`src/rtl/pee_pkg.sv`:
```
// shared types, codes and constants of the postfix expression evaluator
// used by pee_front, pee_div, pee_back and postfix_expression_evaluator_top
`default_nettype none

package pee_pkg;

    // default operand stack depth
    localparam int STACK_DEPTH_DEF = 64;

    // front-to-back queue depth
    localparam int Q_DEPTH = 2;
    localparam int Q_AW    = $clog2(Q_DEPTH);
    localparam int Q_CW    = $clog2(Q_DEPTH + 1);

    // characters of interest
    localparam logic [7:0] CHAR_ZERO  = 8'd48;
    localparam logic [7:0] CHAR_NINE  = 8'd57;
    localparam logic [7:0] CHAR_PLUS  = 8'h2B;
    localparam logic [7:0] CHAR_MINUS = 8'h2D;
    localparam logic [7:0] CHAR_STAR  = 8'h2A;
    localparam logic [7:0] CHAR_SLASH = 8'h2F;
    localparam logic [7:0] CHAR_SPACE = 8'd32;
    localparam logic [7:0] CHAR_TAB   = 8'd9;
    localparam logic [7:0] CHAR_CR    = 8'd13;

    // classified operation
    typedef enum logic [2:0] {
        OP_PUSH,
        OP_ADD,
        OP_SUB,
        OP_MUL,
        OP_DIV,
        OP_DROP,
        OP_NOP
    } t_op;

    // result status codes
    typedef enum logic [1:0] {
        ST_OK    = 2'd0,
        ST_UNDER = 2'd1,
        ST_DIVZ  = 2'd2,
        ST_OVER  = 2'd3
    } t_status;

    // execution sequencer states
    typedef enum logic [2:0] {
        S_IDLE,
        S_OPER,
        S_MUL,
        S_DIV,
        S_TAIL,
        S_EMIT
    } t_state;

    // one classified beat in the queue
    typedef struct packed {
        t_op        op;
        logic [3:0] digit;
        logic       last;
    } t_item;

    // divider request and response
    typedef struct packed {
        logic        start;
        logic [31:0] dividend;
        logic [31:0] divisor;
    } t_div_req;

    typedef struct packed {
        logic        done;
        logic [31:0] quot;
    } t_div_rsp;

endpackage

`default_nettype wire

```
`src/rtl/pee_front.sv`:
```
// front end: accepts character beats, classifies them and queues them
// depends on pee_pkg
`default_nettype none

module pee_front (
    input  wire logic           i_clk,
    input  wire logic           i_rst_n,
    input  wire logic [7:0]     i_symbol,
    input  wire logic           i_last,
    input  wire logic           i_push,
    output logic                o_full,
    output pee_pkg::t_item      o_item,
    output logic                o_valid,
    input  wire logic           i_take
);
    import pee_pkg::*;

    t_item            r_slot [Q_DEPTH];
    logic [Q_AW-1:0]  r_wptr;
    logic [Q_AW-1:0]  r_rptr;
    logic [Q_CW-1:0]  r_count;
    logic             is_space;
    logic             accept;
    logic             enq;
    logic             deq;
    t_item            cls;

    // classify the incoming character
    always_comb begin
        is_space  = (i_symbol == CHAR_SPACE) || (i_symbol >= CHAR_TAB && i_symbol <= CHAR_CR);
        cls.last  = i_last;
        cls.digit = 4'(i_symbol - CHAR_ZERO);
        if (is_space) begin
            cls.op = OP_NOP;
        end else if (i_symbol >= CHAR_ZERO && i_symbol <= CHAR_NINE) begin
            cls.op = OP_PUSH;
        end else if (i_symbol == CHAR_PLUS) begin
            cls.op = OP_ADD;
        end else if (i_symbol == CHAR_MINUS) begin
            cls.op = OP_SUB;
        end else if (i_symbol == CHAR_STAR) begin
            cls.op = OP_MUL;
        end else if (i_symbol == CHAR_SLASH) begin
            cls.op = OP_DIV;
        end else begin
            cls.op = OP_DROP;
        end
    end

    // queue control; plain whitespace is accepted and dropped
    assign o_full  = (r_count == Q_CW'(Q_DEPTH));
    assign o_valid = (r_count != '0);
    assign accept  = i_push && !o_full;
    assign enq     = accept && (!is_space || i_last);
    assign deq     = i_take && o_valid;
    assign o_item  = r_slot[r_rptr];

    // queue pointers
    always_ff @(posedge i_clk) begin
        if (!i_rst_n) begin
            r_wptr  <= '0;
            r_rptr  <= '0;
            r_count <= '0;
        end else begin
            if (enq) begin
                r_wptr <= (r_wptr == Q_AW'(Q_DEPTH - 1)) ? '0 : r_wptr + 1'b1;
            end
            if (deq) begin
                r_rptr <= (r_rptr == Q_AW'(Q_DEPTH - 1)) ? '0 : r_rptr + 1'b1;
            end
            if (enq && !deq) begin
                r_count <= r_count + 1'b1;
            end else if (deq && !enq) begin
                r_count <= r_count - 1'b1;
            end
        end
    end

    // queue storage
    always_ff @(posedge i_clk) begin
        if (enq) begin
            r_slot[r_wptr] <= cls;
        end
    end

endmodule

`default_nettype wire

```
`src/rtl/pee_div.sv`:
```
// iterative signed 32-bit divider, one quotient bit per cycle, truncating
// depends on pee_pkg
`default_nettype none

module pee_div (
    input  wire logic      i_clk,
    input  wire logic      i_rst_n,
    input  wire pee_pkg::t_div_req i_req,
    output pee_pkg::t_div_rsp o_rsp
);
    import pee_pkg::*;

    logic [31:0] r_rem;
    logic [31:0] r_quo;
    logic [31:0] r_div;
    logic        r_neg;
    logic [4:0]  r_step;
    logic        r_busy;
    logic        r_fin;
    logic [32:0] shifted;
    logic [33:0] diff;
    logic        qbit;

    // one restoring step
    always_comb begin
        shifted = {r_rem, r_quo[31]};
        diff    = {1'b0, shifted} - {2'b00, r_div};
        qbit    = !diff[33];
    end

    // control
    always_ff @(posedge i_clk) begin
        if (!i_rst_n) begin
            r_busy <= 1'b0;
            r_fin  <= 1'b0;
            r_step <= '0;
        end else begin
            r_fin <= 1'b0;
            if (i_req.start) begin
                r_busy <= 1'b1;
                r_step <= '0;
            end else if (r_busy) begin
                r_step <= r_step + 1'b1;
                if (r_step == 5'd31) begin
                    r_busy <= 1'b0;
                    r_fin  <= 1'b1;
                end
            end
        end
    end

    // datapath on magnitudes
    always_ff @(posedge i_clk) begin
        if (i_req.start) begin
            r_rem <= '0;
            r_quo <= i_req.dividend[31] ? -i_req.dividend : i_req.dividend;
            r_div <= i_req.divisor[31] ? -i_req.divisor : i_req.divisor;
            r_neg <= i_req.dividend[31] ^ i_req.divisor[31];
        end else if (r_busy) begin
            r_rem <= qbit ? diff[31:0] : shifted[31:0];
            r_quo <= {r_quo[30:0], qbit};
        end
    end

    // apply the sign on the way out
    assign o_rsp.done = r_fin;
    assign o_rsp.quot = r_neg ? -r_quo : r_quo;

endmodule

`default_nettype wire

```
`src/rtl/pee_back.sv`:
```
// back end: operand stack, execution sequencer and result register
// depends on pee_pkg and pee_div
`default_nettype none

module pee_back #(
    parameter int STACK_DEPTH = pee_pkg::STACK_DEPTH_DEF
) (
    input  wire logic          i_clk,
    input  wire logic          i_rst_n,
    input  wire pee_pkg::t_item i_item,
    input  wire logic          i_valid,
    output logic               o_take,
    output logic               o_out_valid,
    output logic signed [31:0] o_value,
    output logic [1:0]         o_status,
    input  wire logic          i_pop
);
    import pee_pkg::*;

    localparam int CW = $clog2(STACK_DEPTH + 1);
    localparam int AW = $clog2(STACK_DEPTH);

    // stack memory and read registers
    logic [31:0]   r_stack [STACK_DEPTH];
    logic [31:0]   r_rhs;
    logic [31:0]   r_lhs;

    t_state        r_state;
    t_state        n_state;
    logic [CW-1:0] r_cnt;
    logic [CW-1:0] n_cnt;
    t_status       r_status;
    t_status       n_status;
    t_op           r_op;
    logic          r_last;
    logic [31:0]   r_prod;
    logic          r_out_valid;
    logic          n_out_valid;
    logic [31:0]   r_value;
    logic [31:0]   n_value;
    t_status       r_out_status;
    t_status       n_out_status;

    logic          we;
    logic [AW-1:0] waddr;
    logic [31:0]   wdata;
    logic [CW-1:0] cnt_m1;
    logic [CW-1:0] cnt_m2;
    logic          active;
    logic          out_free;
    logic          to_oper;
    logic [31:0]   sum;
    logic [31:0]   dif;
    t_div_req      div_req;
    t_div_rsp      div_rsp;

    pee_div u_div (
        .i_clk   (i_clk),
        .i_rst_n (i_rst_n),
        .i_req   (div_req),
        .o_rsp   (div_rsp)
    );

    // shared helpers
    assign cnt_m1   = r_cnt - CW'(1);
    assign cnt_m2   = r_cnt - CW'(2);
    assign active   = (r_status == ST_OK) && (i_item.op != OP_NOP);
    assign out_free = !r_out_valid || i_pop;
    assign to_oper  = i_valid && active && (i_item.op != OP_PUSH) && (r_cnt >= CW'(2));
    assign sum      = r_lhs + r_rhs;
    assign dif      = r_lhs - r_rhs;

    // next state
    always_comb begin
        n_state = r_state;
        unique case (r_state)
            S_IDLE: begin
                if (to_oper) begin
                    n_state = S_OPER;
                end else if (i_valid && i_item.last) begin
                    n_state = S_TAIL;
                end
            end
            S_OPER: begin
                if (r_op == OP_MUL) begin
                    n_state = S_MUL;
                end else if (r_op == OP_DIV && r_rhs != '0) begin
                    n_state = S_DIV;
                end else begin
                    n_state = r_last ? S_TAIL : S_IDLE;
                end
            end
            S_MUL: begin
                n_state = r_last ? S_TAIL : S_IDLE;
            end
            S_DIV: begin
                if (div_rsp.done) begin
                    n_state = r_last ? S_TAIL : S_IDLE;
                end
            end
            S_TAIL: begin
                n_state = S_EMIT;
            end
            S_EMIT: begin
                if (out_free) begin
                    n_state = S_IDLE;
                end
            end
            default: begin
                n_state = S_IDLE;
            end
        endcase
    end

    // sequencer outputs
    always_comb begin
        o_take           = 1'b0;
        we               = 1'b0;
        waddr            = r_cnt[AW-1:0];
        wdata            = '0;
        n_cnt            = r_cnt;
        n_status         = r_status;
        n_out_valid      = r_out_valid && !i_pop;
        n_value          = r_value;
        n_out_status     = r_out_status;
        div_req.start    = 1'b0;
        div_req.dividend = r_lhs;
        div_req.divisor  = r_rhs;
        unique case (r_state)
            S_IDLE: begin
                o_take = i_valid;
                if (i_valid && active) begin
                    if (i_item.op == OP_PUSH) begin
                        if (r_cnt >= CW'(STACK_DEPTH)) begin
                            n_status = ST_OVER;
                        end else begin
                            we    = 1'b1;
                            wdata = {28'd0, i_item.digit};
                            n_cnt = r_cnt + CW'(1);
                        end
                    end else if (r_cnt < CW'(2)) begin
                        n_status = ST_UNDER;
                    end
                end
            end
            S_OPER: begin
                waddr = cnt_m2[AW-1:0];
                n_cnt = cnt_m2;
                case (r_op)
                    OP_ADD: begin
                        we    = 1'b1;
                        wdata = sum;
                        n_cnt = cnt_m1;
                    end
                    OP_SUB: begin
                        we    = 1'b1;
                        wdata = dif;
                        n_cnt = cnt_m1;
                    end
                    OP_DIV: begin
                        if (r_rhs == '0) begin
                            n_status = ST_DIVZ;
                        end else begin
                            div_req.start = 1'b1;
                        end
                    end
                    default: begin
                    end
                endcase
            end
            S_MUL: begin
                we    = 1'b1;
                wdata = r_prod;
                n_cnt = r_cnt + CW'(1);
            end
            S_DIV: begin
                if (div_rsp.done) begin
                    we    = 1'b1;
                    wdata = div_rsp.quot;
                    n_cnt = r_cnt + CW'(1);
                end
            end
            S_TAIL: begin
            end
            S_EMIT: begin
                if (out_free) begin
                    n_out_valid = 1'b1;
                    n_cnt       = '0;
                    n_status    = ST_OK;
                    if (r_status != ST_OK) begin
                        n_value      = '0;
                        n_out_status = r_status;
                    end else if (r_cnt == '0) begin
                        n_value      = '0;
                        n_out_status = ST_UNDER;
                    end else begin
                        n_value      = r_rhs;
                        n_out_status = ST_OK;
                    end
                end
            end
            default: begin
            end
        endcase
    end

    // control registers
    always_ff @(posedge i_clk) begin
        if (!i_rst_n) begin
            r_state     <= S_IDLE;
            r_cnt       <= '0;
            r_status    <= ST_OK;
            r_out_valid <= 1'b0;
        end else begin
            r_state     <= n_state;
            r_cnt       <= n_cnt;
            r_status    <= n_status;
            r_out_valid <= n_out_valid;
        end
    end

    // payload registers
    always_ff @(posedge i_clk) begin
        if (o_take) begin
            r_op   <= i_item.op;
            r_last <= i_item.last;
        end
        r_prod       <= r_lhs * r_rhs;
        r_value      <= n_value;
        r_out_status <= n_out_status;
    end

    // stack memory: one write port, two registered read ports at the top
    always_ff @(posedge i_clk) begin
        if (we) begin
            r_stack[waddr] <= wdata;
        end
        r_rhs <= r_stack[cnt_m1[AW-1:0]];
        r_lhs <= r_stack[cnt_m2[AW-1:0]];
    end

    assign o_out_valid = r_out_valid;
    assign o_value     = r_value;
    assign o_status    = r_out_status;

endmodule

`default_nettype wire

```
`src/rtl/postfix_expression_evaluator_top.sv`:
```
// postfix expression evaluator: a two-beat input queue decouples the classifier
// from the stack sequencer. Per character in the sequencer: a digit is pushed in
// idle, + - and other symbols pass the operate state, * also the multiply state,
// / also waits in the divide state (one quotient bit per cycle); the last beat
// then passes the tail and emit states. Synchronous active-low reset empties the
// queue and result register and clears count and status, not stack contents.
`default_nettype none

module postfix_expression_evaluator_top #(
    parameter int STACK_DEPTH = pee_pkg::STACK_DEPTH_DEF
) (
    input  wire logic          i_clk,
    input  wire logic          i_rst_n,
    input  wire logic [7:0]    i_symbol,
    input  wire logic          i_last,
    input  wire logic          push,
    output logic               full,
    output logic signed [31:0] o_value,
    output logic [1:0]         o_status,
    output logic               empty,
    input  wire logic          pop
);
    import pee_pkg::*;

    t_item item;
    logic  item_valid;
    logic  item_take;
    logic  out_valid;

    // front end
    pee_front u_front (
        .i_clk    (i_clk),
        .i_rst_n  (i_rst_n),
        .i_symbol (i_symbol),
        .i_last   (i_last),
        .i_push   (push),
        .o_full   (full),
        .o_item   (item),
        .o_valid  (item_valid),
        .i_take   (item_take)
    );

    // back end
    pee_back #(
        .STACK_DEPTH (STACK_DEPTH)
    ) u_back (
        .i_clk       (i_clk),
        .i_rst_n     (i_rst_n),
        .i_item      (item),
        .i_valid     (item_valid),
        .o_take      (item_take),
        .o_out_valid (out_valid),
        .o_value     (o_value),
        .o_status    (o_status),
        .i_pop       (pop)
    );

    assign empty = !out_valid;

endmodule

`default_nettype wire
```
`config.mk`:
```
export PLATFORM = sky130hd
export DESIGN_NAME = postfix_expression_evaluator_top
export DESIGN_NICKNAME = d
export VERILOG_FILES = /design/src/rtl/pee_pkg.sv /design/src/rtl/pee_front.sv /design/src/rtl/pee_div.sv /design/src/rtl/pee_back.sv /design/src/rtl/postfix_expression_evaluator_top.sv
export SDC_FILE = /design/constraint.sdc
export NUM_CORES = 2
export LEC_CHECK = 0
export ABC_CLOCK_PERIOD_IN_PS = 22500
export BUFFER_PORTS_ARGS = -buffer_cell sky130_fd_sc_hd__buf_2
export CAP_MARGIN = 30
export CORE_MARGIN = 4
export CORE_UTILIZATION = 55
export DETAILED_ROUTE_END_ITERATION = 8
export PLACE_DENSITY = 0.73
export SETUP_SLACK_MARGIN = 0.5
export SLEW_MARGIN = 20
export SYNTH_ARGS = -nofsm -noshare
export SYNTH_HDL_FRONTEND = slang
export SYNTH_SLANG_ARGS = --single-unit
export TNS_END_PERCENT = 5
```
`constraint.sdc`:
```
create_clock -name i_clk -period 22.5 [get_ports i_clk]
set_input_delay 1.125 -clock i_clk [delete_from_list [all_inputs] [get_ports i_clk]]
set_output_delay 1.125 -clock i_clk [all_outputs]
set_load 0.005 [all_outputs]
```
==> run_results.csv <==
group,metric,value,unit
status,status,"finished, final reports clean",
pwr,power-per-cell-area,156,nW/um^2
global_routing,antenna_found_initial,19,
global_routing,grt_pass1_wl,551000,um
sta,drv_slew,0,
pwr,p_leak,43.0,nW
sta,finClkSkew,0.0603,ns
layout,area_delta_synth_final,10.9,%
sta,finalCriticalPeriod,7.66,ns
detailed_routing,vias,75800,
placement,globalplace.congestion,0.954,
pwr,peakVddDrop,0.000712,V
detailed_routing,drcViolationCount,0,
worst_hold_path,holdPathEnd,"u_front.r_slot[1][0]",
critical_path,crit_fanout,34,
sta,tns,0,ns
clocking,clkTransAtPathRegs,0.07,ns
critical_path,r2r_slack,14.84,ns
detailed_routing,viasPerCell,7.17,
floorplan,row_count,174,
yosys,synth-edff-count,2167,
critical_path,cp-start-kind,"flip-flop",
global_routing,grt_max_degree,159,
pwr,p_sw_share,42.2,%
worst_hold_path,hold_start,"i_last",
layout,fin_nets,7982,
critical_path,required,23.32,ns
yosys,synth_cells,7333,
worst_hold_path,hold_path_depth,1,
layout,drive_gt1_share,28.2,%
critical_path,r2r-end,"u_back.r_prod[30]",
detailed_routing,wl_per_cell,36.1,um
floorplan,pin_count,49,
critical_path,end_kind,"flip-flop",
pwr,comb_power_share,57.2,%
pwr,power_switching,0.00910,W
sta,tightest_slew,1.30,ns
yosys,ys_async_sr_fraction,0,%
flow_run,maxCapViolCount,0,
global_routing,grt_overflow,0,
sta,hold_viol,0,
critical_path,reg2reg_depth,21,
yosys,synth-seq-cells,2320,
yosys,ys_seq_area_share,54.6,%
pwr,internal-power,0.0125,W
clocking,cts_made_buffers,229,
pwr,power_frac_seq,24.3,%
global_routing,grtUsageTotal,32.8,%
sta,rsz0062_at_grt,"no",
critical_path,arrival,8.48,ns
sta,setup_violations,0,
yosys,yosysMostFrequentCell,"edfxtp_1",
yosys,synth_top_area_share,52.1,%
detailed_routing,routed_wl,382000,um
pwr,p_clk_share,18.5,%
yosys,synth_fp_nets,7955,
detailed_routing,drtIter0Drc,11400,
yosys,synth_top_area_cell,"edfxtp_1",
critical_path,r2r-start,"u_back.r_rhs[3]",
clocking,cts_tree,"built",
placement,placed_cell_area,130000,sq um
clocking,cts_resized,0,
floorplan,core,225000,sq um
clocking,insertion_delay,0.93,ns
yosys,synth_common_cells,"edfxtp_1, mux4_2, inv_1, nand2_1, fa_1",
placement,port_buffers,48,
clocking,cts.sinks,2320,
floorplan,fp.dieH,484,um
critical_path,path_class,"flip-flop to flip-flop",
floorplan,fp.dieArea,235000,sq um
clocking,cts_max_level,4,
sta,slew_headroom,13.5,%
yosys,synth_area_leaders,"edfxtp_1, mux4_2, fa_1, dfxtp_1, ha_1",
yosys,synth_warnings,0,
clocking,cts_root_buffer,"clkbuf_16",
yosys,syn_avg_cell_area,17.0,sq um
detailed_routing,drtPass1Iterations,8,
pwr,p_total,0.0216,W
detailed_routing,antenna_left,0,
layout,fin_area,139000,sq um
yosys,synth_area,125000,sq um
placement,hpwl,227000,um
floorplan,start_util,55.4,%
yosys,ys.flop_type,"edfxtp_1",
sta,max_freq,131,MHz
yosys,synth_cell_type_count,83,
global_routing,grt_pass1_vias,76100,
sta,period_share,34.1,%
floorplan,fp.dieW,484,um
clocking,cts_max_path_buffers,3,
worst_hold_path,hold_class,"primary input to flip-flop",
clocking,cts_hold_buf,0,
clocking,cts_setup_buffers,0,
cells in the final DEF, fill, tap and decap left out, types with 31 or more instances in the layout:
cell,synthesis,final
clkinv_2,0,47
mux4_2,1329,1329
buf_2,22,49
edfxtp_1,2167,2167
nand2_1,469,468
inv_1,470,470
a211oi_1,36,36
o31ai_1,41,39
and2_1,313,313
nor2_1,183,118
ha_1,199,197
xor2_1,117,113
nor2_4,0,64
clkbuf_16,0,229
xnor2_1,141,136
fa_1,410,410
nor3_1,46,45
clkbuf_1,372,33
o21ai_0,142,130
clkinv_1,0,48
buf_4,1,216
a21oi_1,105,105
or3_1,37,37
dfxtp_1,153,144
and3_1,53,53
a31oi_1,32,31
nand3_1,55,52
how the worst max path moves through the flow:
| stage | from | endpoint | slack (ns) | depth (start not counted) |
|---|---|---|---|---|
| after CTS | u_back.r_rhs[3] | u_back.r_prod[30] | 14.96 | 21 |
| after floorplan | u_back.r_rhs[0] | u_back.r_stack[0][27] | 14.90 | 16 |
| after global placement | u_back.r_rhs[3] | u_back.r_prod[30] | 15.06 | 21 |
| after global routing | u_back.r_rhs[3] | u_back.r_prod[30] | 14.58 | 21 |
| after detailed placement | u_back.r_rhs[3] | u_back.r_prod[30] | 14.99 | 21 |
| final | u_back.r_rhs[3] | u_back.r_prod[30] | 14.84 | 21 |
per-stage QoR:
step | hold slack, ns | std cells | setup slack (ns) | utilization (%)
floorplan | 0.464 | 7333 | 14.90 | -
global placement | 0.482 | 10100 | 15.06 | 57.6
detailed placement | 0.493 | 10100 | 14.99 | 57.8
CTS | 0.379 | 10500 | 14.96 | 61.3
global route | 0.406 | 10600 | 14.58 | 61.5
finish | 0.433 | 10600 | 14.84 | 61.5
kinds of logic after synthesis:
kind of cell	synth area share [%]
compound gates	2.84
xor+xnor	1.82
fa+ha+maj	8.57
buf+inv	2.98
flops	54.6
mux	24.2
simple gates	5.02
layer usage:
layer  up-vias  part of all wire (%)  GRT usage (%)
met5         -                 0.021              0
met2      6058                    46           49.8
met4        10                   6.1           17.1
met1     39600                    34           43.0
li1      29000                     -              -
met3      1099                    13           10.0
layout make-up:
class	instances	area, sq um
fill	15500	86800
multi-input combinational	4031	54100
clock buffer	263	5870
sequential	2320	68200
clock inverter	173	2000
inverter	470	1760
antenna	10	25.0
timing repair buffer	308	2880
tap	2992	3740
critical path: stages (launching register included):
cell,delay (ns)
dfxtp_2,0.89
and2_1,0.26
fa_1,0.43
inv_1,0.08
fa_1,0.43
fa_1,0.47
fa_1,0.55
inv_1,0.06
fa_1,0.49
inv_1,0.05
fa_1,0.54
inv_1,0.05
fa_1,0.49
fa_1,0.44
ha_1,0.36
and3_1,0.20
a221oi_1,0.41
a22oi_1,0.15
o21ai_0,0.41
o31ai_1,0.22
o41ai_1,0.38
xnor2_1,0.18
registers in the layout, indices dropped and copies added (netlist names), 3 cells and up, named ones only:
signal / flops
u_back.r_stack: 2048
u_back.o_value: 32
u_back.r_lhs: 32
u_back.r_prod: 32
u_back.r_rhs: 32
u_back.u_div.r_div: 32
u_back.u_div.r_quo: 32
u_back.u_div.r_rem: 32
u_front.r_slot: 16
u_back.r_cnt: 7
u_back.u_div.r_step: 5
u_back.r_op: 3
u_back.r_state: 3
power by group through the flow:
stage	Clock, W	Combinational [W]	Sequential [W]
2_1_floorplan	0	0.00870	0.00522
3_3_place_gp	0	0.0119	0.00531
3_5_place_dp	0	0.0121	0.00532
4_1_cts	0.00402	0.0123	0.00523
5_1_grt	0.00422	0.0137	0.00524
6_report	0.00399	0.0124	0.00524
No activity file was read; power rests on OpenSTA's default activity.
